### config.mk
export PLATFORM = sky130hd
export DESIGN_NAME = dpw_ctrl
export DESIGN_NICKNAME = d
export VERILOG_FILES = /design/src/design/dpw_pkg.sv /design/src/design/dpw_ctrl.sv
export SDC_FILE = /design/constraint.sdc
export NUM_CORES = 1
export LEC_CHECK = 0
export BUFFER_PORTS_ARGS = -buffer_cell sky130_fd_sc_hd__buf_2
export CAP_MARGIN = 20
export CORE_MARGIN = 2
export CORE_UTILIZATION = 45
export DETAILED_ROUTE_END_ITERATION = 10
export GPL_ROUTABILITY_DRIVEN = 0
export GPL_TIMING_DRIVEN = 0
export MAX_ROUTING_LAYER = met4
export PLACE_DENSITY = 0.68
export SLEW_MARGIN = 25
export SYNTH_ARGS = -nofsm -noshare
export SYNTH_HDL_FRONTEND = slang
export SYNTH_SLANG_ARGS = --single-unit
### constraint.sdc
create_clock -name clock -period 3.3 [get_ports clock]
set_clock_uncertainty 0.2 [all_clocks]
set_input_delay 0 -clock clock [delete_from_list [all_inputs] [get_ports clock]]
set_output_delay 0 -clock clock [all_outputs]
set_load 0.01 [all_outputs]
### src/design/dpw_pkg.sv
// Shared types and constants for the DPW pulse oscillator.
// No dependencies; used by dpw_ctrl, dpw_dpath and dpw_pulse_oscillator.
package dpw_pkg;

   localparam int TABLE_DEPTH_DEF = 256;

   // word commands
   localparam logic [1:0] CMD_SAMPLE = 2'd0;
   localparam logic [1:0] CMD_LOAD_COARSE = 2'd1;
   localparam logic [1:0] CMD_LOAD_FINE = 2'd2;

   // fixed arithmetic constants
   localparam logic signed [17:0] PITCH_OFFSET = 18'sh08000;
   localparam logic signed [17:0] PITCH_MAX = 18'sd65535;
   localparam logic [30:0] LEVEL_DIVIDEND = 31'h70000000;
   localparam logic [26:0] LEVEL_SAT = 27'h7FFFFFF;
   // quotient exceeds saturation for any divisor below this
   localparam logic [17:0] LEVEL_MIN_DIV = 18'd15;
   localparam logic [4:0] DIV_TOP_BIT = 5'd30;

   // multiplier operand selection
   typedef enum logic [2:0] {
      MUL_INC = 3'd0,
      MUL_SQ1 = 3'd1,
      MUL_SQ2 = 3'd2,
      MUL_SAW1 = 3'd3,
      MUL_SAW2 = 3'd4
   } mul_sel_type;

   // controller to datapath
   typedef struct packed {
      logic        take_req;
      logic        rd_tab;
      logic        mul_en;
      mul_sel_type mul_sel;
      logic        ph_step;
      logic        sq1_cap;
      logic        sq2_cap;
      logic        div_start;
      logic        div_sel;
      logic        div_step;
      logic        l1_cap;
      logic        l2_cap;
      logic        saw1_cap;
      logic        finish;
   } cmd_type;

   // datapath to controller
   typedef struct packed {
      logic div_last;
   } status_type;

endpackage

### src/design/dpw_ctrl.sv
// Sequencer for the DPW pulse oscillator: walks one sample word through
// the datapath and owns the handshake flags. Depends on dpw_pkg.
module dpw_ctrl import dpw_pkg::*; (
   input  logic       clock,
   input  logic       reset,
   input  logic       req_valid,
   input  logic [1:0] req_cmd,
   output logic       req_stall,
   output logic       rsp_valid,
   input  logic       rsp_stall,
   input  status_type status,
   output cmd_type    cmd
);

   typedef enum logic [12:0] {
      ST_IDLE  = 13'h0001,
      ST_READ  = 13'h0002,
      ST_MINC  = 13'h0004,
      ST_PH    = 13'h0008,
      ST_SQ1   = 13'h0010,
      ST_SQ2   = 13'h0020,
      ST_SQ2W  = 13'h0040,
      ST_DIV1  = 13'h0080,
      ST_DIV2S = 13'h0100,
      ST_DIV2  = 13'h0200,
      ST_SAW1  = 13'h0400,
      ST_SAW2  = 13'h0800,
      ST_OUT   = 13'h1000
   } state_type;

   state_type state_ff, state_in;
   logic      rsp_valid_ff, rsp_valid_in;
   logic      accept;
   logic      out_free;

   assign req_stall = (state_ff != ST_IDLE);
   assign accept = req_valid && !req_stall;
   assign out_free = !rsp_valid_ff || !rsp_stall;
   assign rsp_valid = rsp_valid_ff;

   // next state and commands
   always_comb begin
      state_in = state_ff;
      cmd = '0;
      cmd.mul_sel = MUL_INC;
      unique case (state_ff)
         ST_IDLE: begin
            cmd.take_req = accept;
            if (accept && req_cmd == CMD_SAMPLE) state_in = ST_READ;
         end
         ST_READ: begin
            cmd.rd_tab = 1'b1;
            state_in = ST_MINC;
         end
         ST_MINC: begin
            cmd.mul_en = 1'b1;
            cmd.mul_sel = MUL_INC;
            state_in = ST_PH;
         end
         ST_PH: begin
            cmd.ph_step = 1'b1;
            state_in = ST_SQ1;
         end
         ST_SQ1: begin
            cmd.mul_en = 1'b1;
            cmd.mul_sel = MUL_SQ1;
            state_in = ST_SQ2;
         end
         ST_SQ2: begin
            cmd.sq1_cap = 1'b1;
            cmd.mul_en = 1'b1;
            cmd.mul_sel = MUL_SQ2;
            state_in = ST_SQ2W;
         end
         ST_SQ2W: begin
            cmd.sq2_cap = 1'b1;
            cmd.div_start = 1'b1;
            cmd.div_sel = 1'b0;
            state_in = ST_DIV1;
         end
         ST_DIV1: begin
            cmd.div_step = 1'b1;
            if (status.div_last) state_in = ST_DIV2S;
         end
         ST_DIV2S: begin
            cmd.l1_cap = 1'b1;
            cmd.div_start = 1'b1;
            cmd.div_sel = 1'b1;
            state_in = ST_DIV2;
         end
         ST_DIV2: begin
            cmd.div_step = 1'b1;
            if (status.div_last) state_in = ST_SAW1;
         end
         ST_SAW1: begin
            cmd.l2_cap = 1'b1;
            cmd.mul_en = 1'b1;
            cmd.mul_sel = MUL_SAW1;
            state_in = ST_SAW2;
         end
         ST_SAW2: begin
            cmd.saw1_cap = 1'b1;
            cmd.mul_en = 1'b1;
            cmd.mul_sel = MUL_SAW2;
            state_in = ST_OUT;
         end
         ST_OUT: begin
            // hold until the output register is free
            if (out_free) begin
               cmd.finish = 1'b1;
               state_in = ST_IDLE;
            end
         end
         default: state_in = ST_IDLE;
      endcase
   end

   // output valid flag
   always_comb begin
      rsp_valid_in = rsp_valid_ff && rsp_stall;
      if (cmd.finish) rsp_valid_in = 1'b1;
   end

   always_ff @(posedge clock) begin
      if (reset) begin
         state_ff <= ST_IDLE;
         rsp_valid_ff <= 1'b0;
      end else begin
         state_ff <= state_in;
         rsp_valid_ff <= rsp_valid_in;
      end
   end

`ifndef ASSERT_OFF
   a_finish_valid: assert property (@(posedge clock) disable iff (reset)
      cmd.finish |=> rsp_valid_ff)
      else $error("finished sample not presented");
   a_no_drop: assert property (@(posedge clock) disable iff (reset)
      (rsp_valid_ff && rsp_stall) |=> rsp_valid_ff)
      else $error("stalled output word dropped");
   a_sample_start: assert property (@(posedge clock) disable iff (reset)
      (accept && req_cmd == CMD_SAMPLE) |=> (state_ff == ST_READ))
      else $error("sample word not started");
   a_no_overwrite: assert property (@(posedge clock) disable iff (reset)
      cmd.finish |-> out_free)
      else $error("output overwritten while stalled");
`endif

endmodule

-- After elaboration in Yosys (flattened, before gate mapping)
Index checks and enable logic that the tools add are counted.
- logic and storage cells: 49
- output and inout port bits: 18
- flip-flop bits (word level): 14
- input port bits: 7
- eq/ne operators: 18
- mux-type cells: 19
- reduce and logical (&&, ||, !) cells: 10
- operators by type and width (kind ; count):
    $pmux W13 S13 ; 1
    $mux W13 ; 4
    $pmux W4 S5 ; 1
    $eq A13 B1 Y1 const B ; 1
    $eq A13 B10 Y1 const B ; 1
    $eq A13 B11 Y1 const B ; 1
    $eq A13 B12 Y1 const B ; 1
    $eq A13 B13 Y1 const B ; 1
    $eq A13 B2 Y1 const B ; 1
    $eq A13 B3 Y1 const B ; 1
    $eq A13 B4 Y1 const B ; 1
    $eq A13 B5 Y1 const B ; 1
    $eq A13 B6 Y1 const B ; 1
    $eq A13 B7 Y1 const B ; 1
    $eq A13 B8 Y1 const B ; 1
    $eq A13 B9 Y1 const B ; 1
    $ne A13 B1 Y1 const B ; 1
    $mux W1 ; 12
    $ne A2 B2 Y1 const B ; 4
    $pmux W2 S2 ; 1
    $reduce_and A4 Y1 ; 1
    $logic_and A1 B1 Y1 ; 3
    $logic_not A1 Y1 ; 3
    $logic_not A2 Y1 ; 1
    other kinds (2) ; 2

-- Logic depth before layout (Yosys ltp)
Gate-level depths: netlist of the first run.
- word-level depth: 6
- gate-level depth with buffers: 7
- gate-level depth less buffers: 5

-- Worst setup path after synthesis of the first run
No wires, ideal clock.
- path kind: flip-flop to flip-flop
- from: register state_ff[8]
- to: register state_ff[0]
- setup slack: 1.304 ns
- arrival time: 1.667 ns
- period minus slack after synthesis: 1.996 ns
- stages on the path, launching flop included: 6
- setup time: 0.129 ns
- required time: 2.971 ns
- buffers on the path: 1
- cell sequence: dfxtp_1 > buf_6 > or4_4 > or4_1 > o311ai_2 > o21ai_2
- longest elaborated chain between the ends: 6
- elaborated cells between the ends (all ways): 23
- classes of those cells: eq/ne (18); mux (1); reduce/logical (4)
- ends and longest elaborated chain (element ; RTL line ; RTL):
    from (decl) ; dpw_ctrl.sv:31 ; state_type state_ff, state_in;
    from (signal assigned) ; dpw_ctrl.sv:129 ; state_ff <= state_in;
    $ne A13 B1 Y1 ; dpw_ctrl.sv:36 ; assign req_stall = (state_ff != ST_IDLE);
    $logic_not A1 Y1 ; dpw_ctrl.sv:37 ; assign accept = req_valid && !req_stall;
    $logic_and A1 B1 Y1 ; dpw_ctrl.sv:37 ;
    $logic_and A1 B1 Y1 ; dpw_ctrl.sv:49 ; if (accept && req_cmd == CMD_SAMPLE) state_in = ST_READ;
    $ne A2 B2 Y1 (no source line) ; - ;
    $reduce_and A4 Y1 (no source line) ; - ;
Several ways; a longest one is shown, not always the timed one.
A chain may end at the register's enable or synchronous reset.

-- Worst setup path after layout of the first run
- from: register state_ff[2]
- to: register state_ff[9]
Same word-level chain as after synthesis.

==> reports/qor.log, run 1 <==
qor: detailed_routing.routed_wirelength 2.24 mm
qor: power_and_ir_drop.switching_power 0.134 mW
qor: grt.track_usage 0.213
qor: power_and_ir_drop.swShare 0.340
qor: detailed_routing.num_vias 932
qor: synth.post_synth_num_cell_types 37
qor: synth.count_of_mapped_cells_out_of_synthesis 112
qor: detailed_routing.drtIter0Drc 21
qor: power_and_ir_drop.irDropWorstVdd 0.226 mV
qor: power_and_ir_drop.power_leakage 0.570 nW
qor: run_status.status finished, final reports clean
qor: grt.grt_antenna_before_repair 0
qor: worst_setup_path.critical_path.max_stage_delay 570 ps
qor: placement.dp_worst_setup_slack 1030 ps
qor: worst_setup_path.worst-endpoint-arrival 2690 ps
qor: power_and_ir_drop.report.power.total 0.395 mW
qor: min_path.timing.hold.worst.class primary input to flop
qor: synth.yosys-top-cells-area dfxtp_1, nor2_1, nor4_2
qor: sta.final_max_slew_viol_count 0
qor: clocking.worst_skew_pair.late_latency 290 ps
qor: clocking.worst_setup_hold_path_clk_slew 90 ps
qor: grt.grt_max_degree 11
qor: layout.fillerInstances 196
qor: sta.setup_total_negative_slack 0 ps
qor: grt.grt_pass1_vias 862
qor: placement.numPortBuffers 23
qor: sta.timing.final.crit_share 0.809
qor: clocking.tritoncts_buffers 3
qor: floorplanning.dieArea 0.00242 mm^2
qor: synth.synth.yosys.warnings 0
qor: worst_setup_path.critical_path.endpoint_type flop
qor: clocking.maximum_number_of_buffers_from_clock_root_to_sink 2
qor: power_and_ir_drop.power.share.clock 0.247
qor: layout.most-common-layout-cells buf_2, nor2_1, dfxtp_1
qor: sta.fin_crit 2670 ps
qor: synth.synth.cell_area 920 um^2
qor: synth.post-synth-top-area-cell dfxtp_1
qor: power_and_ir_drop.p_comb_frac 0.281
qor: layout.area_growth 24.1%
qor: clocking.tritoncts done
qor: sta.slew_limit_headroom 0.624
qor: worst_setup_path.cp.required 3320 ps
qor: power_and_ir_drop.share_seq_of_total_power 0.472
qor: detailed_routing.detail_route.drc_violations 0
qor: power_and_ir_drop.cellPowerDensity 346 mW/mm^2
qor: sta.tightestPinTransition 564 ps
qor: synth.syn-num-nets 119
qor: layout.layout.cell_area.non_filler 0.00114 mm^2
qor: floorplanning.fp-row-count 16
qor: clocking.clock_tree.root_cell clkbuf_4
qor: worst_setup_path.cp_max_fo 7
qor: floorplanning.boundaryPins 25
qor: detailed_routing.drt-wirelength-per-cell 13.2 um
qor: clocking.clock-sinks 14
qor: sta.setup_slack 631 ps
qor: detailed_routing.detail_route.vias_per_cell 5.48
qor: detailed_routing.antenna_left 0
qor: sta.timing.final.setup_violations 0
qor: layout.antenna_cells 0
qor: synth.seq_area_frac_synth 0.305
qor: layout.final_layout_size_suffix_gt1_frac 0.315
qor: power_and_ir_drop.internal-power 0.261 mW
qor: worst_setup_path.crit_path_cell_trace buf_2 -> nor4_2 -> nand2_1 -> o41ai_4 -> o21ai_1 -> a21oi_1 -> dlygate4sd3_1
qor: floorplanning.dieHeight 49.2 um
qor: sta.grt_setup_unrepaired false
qor: detailed_routing.drt-pass1-iter-count 4
qor: worst_setup_path.kind_of_start_point_of_the_critical_path flop
qor: clocking.htree_levels 1
qor: layout.layout_commonest_cell buf_2
qor: placement.sum_of_net_half_perimeters_after_detailed_placement 1.61 mm
qor: sta.finalHoldViolCount 0
qor: synth.syn_avg_cell_area 8.21 um^2
qor: floorplanning.placeableCoreArea 0.00194 mm^2
qor: sta.fmax 375 MHz
qor: job.maxCapViolCount 0
qor: synth.synth_seq_cells 14
qor: placement.postPlaceCellArea 0.00107 mm^2
qor: grt.global_route_wire_length_before_repair 3.86 mm
qor: floorplanning.floorplan.initialDensity 0.474
qor: synth.synthDominantCellAreaShare 0.305
qor: floorplanning.die_width 49.2 um
qor: layout.design.final.nets 152
qor: grt.gr-total-overflow 0
qor: worst_setup_path.criticalPathCategory flop to flop
qor: worst_setup_path.cpMaxStageDelayCell o41ai_4
stage by stage:
stage,cells,utilization,hold WS (ps)
2_1_floorplan,112,-,-123
3_3_place_gp,162,0.550,62.0
3_5_place_dp,162,0.550,65.9
4_1_cts,170,0.588,22.1
5_1_grt,170,0.588,46.5
6_report,170,0.588,12.0
state kept, by name, summed over array words and instances, names as in the netlist:
name	flops
rsp_valid	1
state_ff	13
metal layers:
| layer | global-route usage | share of wire |
|---|---|---|
| met5 | - | 0 |
| met4 | 0.0810 | 0.020 |
| met2 | 0.327 | 0.47 |
| met1 | 0.279 | 0.46 |
| met3 | 0.0368 | 0.050 |
final timing paths:
kind                                  start           end  slack, ps  depth (start not counted)
worst max-delay path            state_ff[2]   state_ff[9]        630                          7
worst min-delay path              req_valid   state_ff[0]         10                          4
worst max register to register  state_ff[2]   state_ff[9]        630                          7
worst min register to register  state_ff[8]  state_ff[10]        360                          2
synthesized netlist by cell type:
master      n
nand2b_1    2
or4_1       2
and3_1      1
clkbuf_1    1
buf_6       1
nand2_1     9
or3_1       3
o211ai_1    1
a211oi_1    1
clkbuf_2    1
o21ai_1     2
nand4_1     2
nor4_1      3
nor3_1      3
buf_4       3
o41ai_4     1
and4b_1     1
xor2_1      3
nor4bb_1    1
nor4b_1     3
or4_4       3
buf_2       3
nand4b_1    1
nor3b_1     2
nand3_1     1
nor4_2      4
o21ai_0     1
o311ai_2    1
xnor2_1     3
a21oi_1     7
nand3_2     1
nor2_1     14
nand3b_1    2
dfxtp_1    14
inv_1       9
o2111ai_1   1
o21ai_2     1
what timing repair did:
item                      in CTS  in global routing
hold buffers                   5                  0
hold endpoints to repair       4                  0
resized for setup              0                  0
setup buffers                  0                  0
cells by family after synthesis:
group,after synthesis,synth area share
AND/OR/NAND/NOR,58,0.401
flip-flops,14,0.305
buffers and inverters,18,0.0993
AO/OA/AOI/OAI,16,0.137
XOR/XNOR,6,0.0572
cell type report:
class,instances,area (um^2),area share
tap,27,33.8,0.0296
inverter,9,33.8,0.0296
buffer,9,57.6,0.0504
timing repair buffer,28,165,0.145
sequential,14,280,0.246
multi-input combinational,80,548,0.480
clock buffer,3,22.5,0.0197
worst max-delay path: cells and delay by family, from the launching register on:
family / cells / cell delay (ps)
simple gates: 2 / 560
flops: 1 / 300
buf+inv: 2 / 710
compound gates: 3 / 830
power by group through the flow:
stage	logic (mW)	clock network, mW	registers (mW)
final	0.111	0.0978	0.186
after global routing	0.125	0.108	0.188
after CTS	0.112	0.0997	0.186
after detailed placement	0.108	0	0.190
after global placement	0.106	0	0.189
after floorplan	0.0787	0	0.187
No activity file was read; power rests on OpenSTA's default activity.
==> run 2: changes to the inputs <==
- ABC_AREA: unset -> 1
- PLACE_DENSITY: 0.68 -> 0.7
- clock period: 3.3 -> 2.2 ns (I/O delays scaled with it)
==> reports/qor.log, run 2 <==
qor: detailed_routing.drt-pass1-iter-count 4 [unchanged]
qor: layout.finalNonFillerCells 213 [+25%]
qor: detailed_routing.routed_wirelength 2.15 mm [-4.0%]
qor: clocking.cts-resized-gates 0 [unchanged]
qor: detailed_routing.detail_route.vias_per_cell 4.69 [-14%]
qor: clocking.tritoncts_buffers 3 [unchanged]
qor: worst_setup_path.worst-endpoint-arrival 1630 ps [-1060 ps]
qor: floorplanning.placeableCoreArea 0.00219 mm^2 [+13%]
qor: power_and_ir_drop.cellPowerDensity 1120 mW/mm^2 [+220%]
qor: grt.grt_antenna_before_repair 0 [unchanged]
qor: sta.timing.final.setup_violations 0 [unchanged]
qor: grt.gr-total-overflow 0 [unchanged]
qor: floorplanning.dieArea 0.00269 mm^2 [+11%]
qor: synth.count_of_mapped_cells_out_of_synthesis 155 [+38%]
qor: synth.seq_area_frac_synth 0.272 [-0.0326]
qor: synth.synth.yosys.warnings 0 [unchanged]
qor: layout.largest-register state_ff
qor: layout.most-common-layout-cells inv_1, nand2_1, buf_2
qor: worst_setup_path.criticalPathCategory flop to primary output
qor: sta.grt_setup_unrepaired false
qor: clocking.clock-sinks 14 [unchanged]
qor: sta.finalHoldViolCount 0 [unchanged]
qor: min_path.worstHoldEndpoint state_ff[0]
qor: clocking.tritoncts done
qor: sta.timing.final.crit_share 0.833
qor: worst_setup_path.reg2reg_slack 410 ps [-220 ps]
qor: worst_setup_path.cp_max_fo 5 [-2]
qor: grt.track_usage 0.194 [-0.0188]
qor: clocking.htree_levels 1 [unchanged]
qor: detailed_routing.antenna_left 0 [unchanged]
qor: layout.design.final.nets 194 [+28%]
qor: worst_setup_path.cp.required 2000 ps [-1320 ps]
qor: worst_setup_path.critical_path.endpoint_type primary output
qor: worst_setup_path.worst_r2r_end rsp_valid
qor: floorplanning.die_width 51.8 um [+5.3%]
qor: job.maxCapViolCount 0 [unchanged]
qor: synth.syn-num-nets 162 [+36%]
qor: clocking.maximum_number_of_buffers_from_clock_root_to_sink 2 [unchanged]
qor: detailed_routing.drtIter0Drc 19 [-9.5%]
qor: sta.fin_crit 1830 ps
qor: sta.final_max_slew_viol_count 0 [unchanged]
qor: power_and_ir_drop.irDropWorstVdd 0.736 mV [+230%]
qor: clocking.worst_skew_pair.late_latency 280 ps [about the same]
qor: floorplanning.dieHeight 51.8 um [+5.3%]
qor: floorplanning.fp-row-count 17 [+1]
qor: min_path.hold_path_depth 7 [+3]
qor: synth.syn_avg_cell_area 6.64 um^2 [-19%]
qor: power_and_ir_drop.power_leakage 0.762 nW [+34%]
qor: synth.synth_commonest_cells inv_1, nand2_1, nor2_1
qor: placement.numPortBuffers 24 [+4.3%]
qor: clocking.clock_tree.root_cell clkbuf_4
qor: synth.synth_top_flop_cell dfxtp_1
qor: synth.post_synth_num_cell_types 24 [-35%]
qor: synth.number_of_flops_mapped_to_enable_cells_by_yosys 0 [unchanged]
qor: power_and_ir_drop.report.power.total 1.39 mW [+250%]
qor: worst_setup_path.rr_worst_depth 6 [-1]
qor: detailed_routing.detail_route.drc_violations 0 [unchanged]
qor: synth.synthDominantCellAreaShare 0.272 [-0.0326]
qor: layout.final_layout_size_suffix_gt1_frac 0.362 [+0.0475]
qor: synth.yosys-top-cells-area dfxtp_1, inv_1, nand2_1
qor: placement.postPlaceCellArea 0.00118 mm^2 [+11%]
qor: sta.tightestPinTransition 314 ps [-250 ps]
qor: worst_setup_path.r2r-start state_ff[4]
qor: sta.setup_total_negative_slack 0 ps [unchanged]
qor: synth.postSynth.asyncResetShare 0 [unchanged]
qor: detailed_routing.num_vias 999 [+7.2%]
qor: layout.layout_commonest_cell inv_1
qor: clocking.worst_setup_hold_path_clk_slew 80 ps [about the same]
qor: placement.sum_of_net_half_perimeters_after_detailed_placement 1.72 mm [+6.6%]
qor: worst_setup_path.kind_of_start_point_of_the_critical_path flop
qor: floorplanning.floorplan.initialDensity 0.470 [-0.00357]
qor: min_path.holdCritStartpoint req_cmd[0]
qor: min_path.timing.hold.worst.class primary input to flop
qor: synth.synthMostInstantiatedCell inv_1
qor: run_status.status finished, final reports clean
qor: layout.layout.cell_area.non_filler 0.00124 mm^2 [+8.4%]
qor: synth.post-synth-top-area-cell dfxtp_1
qor: sta.fmax 546 MHz
qor: detailed_routing.drt-wirelength-per-cell 10.1 um [-23%]
qor: clocking.post_cts_setup_buffer_count 0 [unchanged]
qor: synth.synth_seq_cells 14 [unchanged]
qor: grt.grt_max_degree 11 [unchanged]
qor: floorplanning.boundaryPins 25 [unchanged]
qor: synth.synth.cell_area 0.00103 mm^2 [+12%]
qor: layout.largest_register_ffs 13 [unchanged]
qor: sta.slew_limit_headroom 0.789 [+0.165]
qor: layout.antenna_cells 0 [unchanged]
qor: grt.global_route_wire_length_before_repair 3.66 mm [-5.2%]
qor: grt.grt_pass1_vias 907 [+5.2%]
qor: placement.place.detailed.instances 207 [+28%]
qor: layout.area_growth 20.2%
==> run 2: cell count changes after synthesis, sizes merged, moves of 5 or more <==
cell / before / now
buf: 7 / 2
or4: 5 / 0
a21oi: 7 / 2
nor4: 7 / 2
inv: 9 / 37
nand2: 9 / 37
nor2: 14 / 33
nand3: 2 / 12
==> run 2: worst max-delay path, stage by stage (launching register included) <==
cell and delay [ps]:
dfxtp_1 330, nor2_2 160, nand2_2 150, nor2_8 170
nand4_1 180, nand2_1 140, nor2_1 60, nand2_1 50
buf_2 120
==> run 2: per-layer routing <==
layer | vias to the layer above | track usage | part of all wire
li1 | 533 | - | -
met1 | 435 | 0.221 | 0.45
met2 | 26 | 0.329 | 0.48
met3 | 5 | 0.0345 | 0.052
met4 | 0 | 0.0921 | 0.020
met5 | - | - | 0
==> run 2: report_power, final <==
part	internal, mW	total (mW)	switching (mW)	leakage, nW
clock network	0.0636	0.151	0.0876	0.0138
logic	0.293	0.894	0.601	0.634
registers	0.298	0.343	0.0454	0.114
total	0.655	1.39	0.734	0.762
==> run 2: metrics by stage <==
stage | setup WS (ps) | utilization | hold WS, ps
floorplan | 690 | - | -131
global placement | 603 | 0.541 | -28.9
detailed placement | 600 | 0.541 | -21.3
CTS | 342 | 0.565 | 31.6
global route | 242 | 0.565 | 67.0
finish | 367 | 0.565 | 28.7
==> run 2: worst max path at each step <==
stage / cells past startpoint / slack (ps) / end / from
after floorplan: 8 / 690 / state_ff[0] / state_ff[0]
after global placement: 8 / 600 / state_ff[0] / state_ff[4]
after detailed placement: 10 / 600 / state_ff[7] / state_ff[4]
after CTS: 8 / 340 / cmd[13] / state_ff[4]
after global routing: 8 / 240 / cmd[13] / state_ff[4]
final: 8 / 370 / cmd[13] / state_ff[4]
==> run 2: cells by family after synthesis <==
kind of cell,count (synthesis),share of synthesized area
flops,14,0.272
buf+inv,39,0.147
compound gates,4,0.0231
simple gates,98,0.558
==> run 2: final cells by class <==
cell class              count  area (um^2)
fillers                   237          953
multi-input cells         102          598
flip-flops and latches     14          280
repair buffers             27          150
inverters                  37          139
well taps                  28         35.0
clock buffers               3         22.5
plain buffers               2         12.5
==> run 2: timing repair <==
action,CTS,global route
setup endpoints to repair,0,0
endpoints found under the hold margin,5,0
hold buffers,3,0
==> run 3: changes to the inputs <==
- PLACE_DENSITY: 0.7 -> 0.67
- clock period: 2.2 -> 1.8 ns (I/O delays scaled with it)
==> reports/qor.log, run 3 (synthesis results as in run 2) <==
qor: power_and_ir_drop.irDropWorstVdd 0.697 mV [-5.3%]
qor: detailed_routing.drt-wirelength-per-cell 10.6 um [+4.8%]
qor: grt.grt_max_degree 11 [unchanged]
qor: min_path.timing.hold.worst.class primary input to flop
qor: worst_setup_path.kind_of_start_point_of_the_critical_path flop
qor: floorplanning.fp-row-count 17 [unchanged]
qor: layout.most-common-layout-cells inv_1, nand2_1, buf_2
qor: worst_setup_path.criticalPathCategory flop to primary output
qor: power_and_ir_drop.report.power.total 1.85 mW [+33%]
qor: worst_setup_path.timing.critical_path.buf_inv 1 [unchanged]
qor: clocking.worst_skew_pair.late_latency 280 ps [about the same]
qor: floorplanning.boundaryPins 25 [unchanged]
qor: min_path.worstHoldEndpoint state_ff[0]
qor: clocking.worst_setup_hold_path_clk_slew 90 ps [about the same]
qor: power_and_ir_drop.cellPowerDensity 1390 mW/mm^2 [+24%]
qor: clocking.tritoncts done
qor: worst_setup_path.worst_r2r_end state_ff[0]
qor: floorplanning.dieArea 0.00269 mm^2 [unchanged]
qor: clocking.htree_levels 1 [unchanged]
qor: layout.layout_commonest_cell inv_1
qor: grt.global_route_wire_length_before_repair 3.82 mm [+4.3%]
qor: layout.antenna_cells 0 [unchanged]
qor: worst_setup_path.critical_path.max_stage_delay 380 ps [+50 ps]
qor: run_status.status finished, final reports clean
qor: layout.final_layout_size_suffix_gt1_frac 0.421 [+0.0589]
qor: worst_setup_path.rr_worst_depth 9 [+3]
qor: worst_setup_path.worst-endpoint-arrival 1500 ps [-130 ps]
qor: grt.track_usage 0.193 [-0.00172]
qor: layout.area_growth 29.0%
qor: clocking.clock_tree.root_cell clkbuf_4
qor: layout.design.final.nets 198 [+2.1%]
qor: grt.grt_pass1_vias 902 [-0.55%]
qor: placement.numPortBuffers 24 [unchanged]
qor: layout.largest_register_ffs 13 [unchanged]
qor: sta.tightestPinTransition 387 ps [+72.4 ps]
qor: clocking.tritoncts_buffers 3 [unchanged]
qor: clocking.clock-sinks 14 [unchanged]
qor: placement.sum_of_net_half_perimeters_after_detailed_placement 1.78 mm [+3.7%]
qor: sta.timing.final.crit_share 0.945
qor: floorplanning.dieHeight 51.8 um [unchanged]
qor: floorplanning.die_width 51.8 um [unchanged]
qor: min_path.hold_path_depth 7 [unchanged]
qor: worst_setup_path.reg2reg_slack 150 ps [-260 ps]
qor: job.maxCapViolCount 0 [unchanged]
qor: detailed_routing.drt-pass1-iter-count 4 [unchanged]
qor: layout.largest-register state_ff
qor: sta.fmax 588 MHz
qor: placement.dp_worst_setup_slack 175 ps [-424 ps]
qor: floorplanning.floorplan.initialDensity 0.470 [unchanged]
qor: detailed_routing.drtIter0Drc 13 [-6]
qor: detailed_routing.antenna_left 0 [unchanged]
qor: min_path.holdCritStartpoint req_cmd[0]
qor: sta.finalHoldViolCount 0 [unchanged]
qor: worst_setup_path.cp_max_fo 5 [unchanged]
qor: clocking.maximum_number_of_buffers_from_clock_root_to_sink 2 [unchanged]
qor: grt.gr-total-overflow 0 [unchanged]
qor: sta.grt_setup_unrepaired true
qor: worst_setup_path.cp.required 1600 ps [-400 ps]
qor: worst_setup_path.crit_path_cell_trace nor2_4 -> nand2_4 -> nor2_8 -> nand4_1 -> nand2_1 -> nor2_1 -> nand2_1 -> buf_2
qor: sta.hold-worst-slack 16.1 ps [-12.6 ps]
qor: grt.grt_antenna_before_repair 0 [unchanged]
qor: floorplanning.placeableCoreArea 0.00219 mm^2 [unchanged]
qor: detailed_routing.num_vias 1014 [+1.5%]
qor: sta.fin_crit 1700 ps
qor: worst_setup_path.r2r-start state_ff[5]
qor: sta.timing.final.setup_violations 0 [unchanged]
qor: worst_setup_path.critPathMostFrequentCell nand2_1
qor: sta.setup_slack 99.8 ps [-267 ps]
qor: sta.final_max_slew_viol_count 0 [unchanged]
qor: worst_setup_path.cpMaxStageDelayCell dfxtp_4
qor: power_and_ir_drop.power_leakage 0.796 nW [+4.5%]
qor: worst_setup_path.gate_family_responsible_for_the_most_delay_along_the_worst_path simple AND/OR/NAND/NOR gates
qor: detailed_routing.detail_route.vias_per_cell 4.65 [-0.83%]
qor: worst_setup_path.critical_path.endpoint_type primary output
qor: detailed_routing.routed_wirelength 2.31 mm [+7.2%]
qor: detailed_routing.detail_route.drc_violations 0 [unchanged]
qor: sta.slew_limit_headroom 0.740 [-0.0491]
## run 3: cell count changes in the layout (fill, tap and decap cells not counted), sizes merged
cell | before | now
buf | 26 | 30
clkbuf | 3 | 4
## run 3: tightest hold or removal path: cells and delay by family
kind,cells,cell delay (ps)
buffers and inverters,3,180
AND/OR/NAND/NOR,4,290
## run 3: metrics by stage
step	util	instances	setup TNS, ps	instance area (um^2)
final	0.607	218	0	1330
after global routing	0.607	218	-15.4	1330
after CTS	0.573	214	0	1260
after detailed placement	0.541	207	0	1180
after global placement	0.541	207	0	1180
after floorplan	-	155	0	1030
## run 3: where the power goes
group / total, mW / switching (mW) / internal, mW
Combinational: 1.17 / 0.768 / 0.406
Clock: 0.228 / 0.105 / 0.123
Sequential: 0.443 / 0.0690 / 0.374
Total: 1.85 / 0.942 / 0.903
## run 3: area by class of cell
| cell class | instances | area, um^2 |
|---|---|---|
| fill | 209 | 862 |
| tap | 28 | 35.0 |
| timing repair buffer | 31 | 180 |
| multi-input combinational | 102 | 636 |
| sequential | 14 | 290 |
| clock buffer | 4 | 36.3 |
| inverter | 37 | 139 |
| buffer | 2 | 12.5 |
## run 3: what timing repair did
item | in CTS | in global routing
hold endpoints to repair | 5 | 0
buffers inserted | 0 | 4
endpoints found under the setup margin | 1 | 7
pin swaps | 1 | 5
hold buffers | 3 | 0
resized for setup | 1 | 14
## run 3: worst max-delay path by stage
stage	depth (start not counted)	to	from	slack, ps
floorplan	8	state_ff[0]	state_ff[0]	290
global placement	8	state_ff[0]	state_ff[0]	230
detailed placement	10	state_ff[9]	state_ff[4]	180
CTS	8	cmd[13]	state_ff[4]	0.3
global route	8	cmd[13]	state_ff[3]	-20
finish	8	cmd[13]	state_ff[0]	100
## run 3: metal layers
layer	vias up	track usage	part of all wire
li1	540	-	-
met1	453	0.246	0.45
met2	16	0.308	0.49
met3	5	0.0345	0.036
met4	0	0.0614	0.019
met5	-	-	0
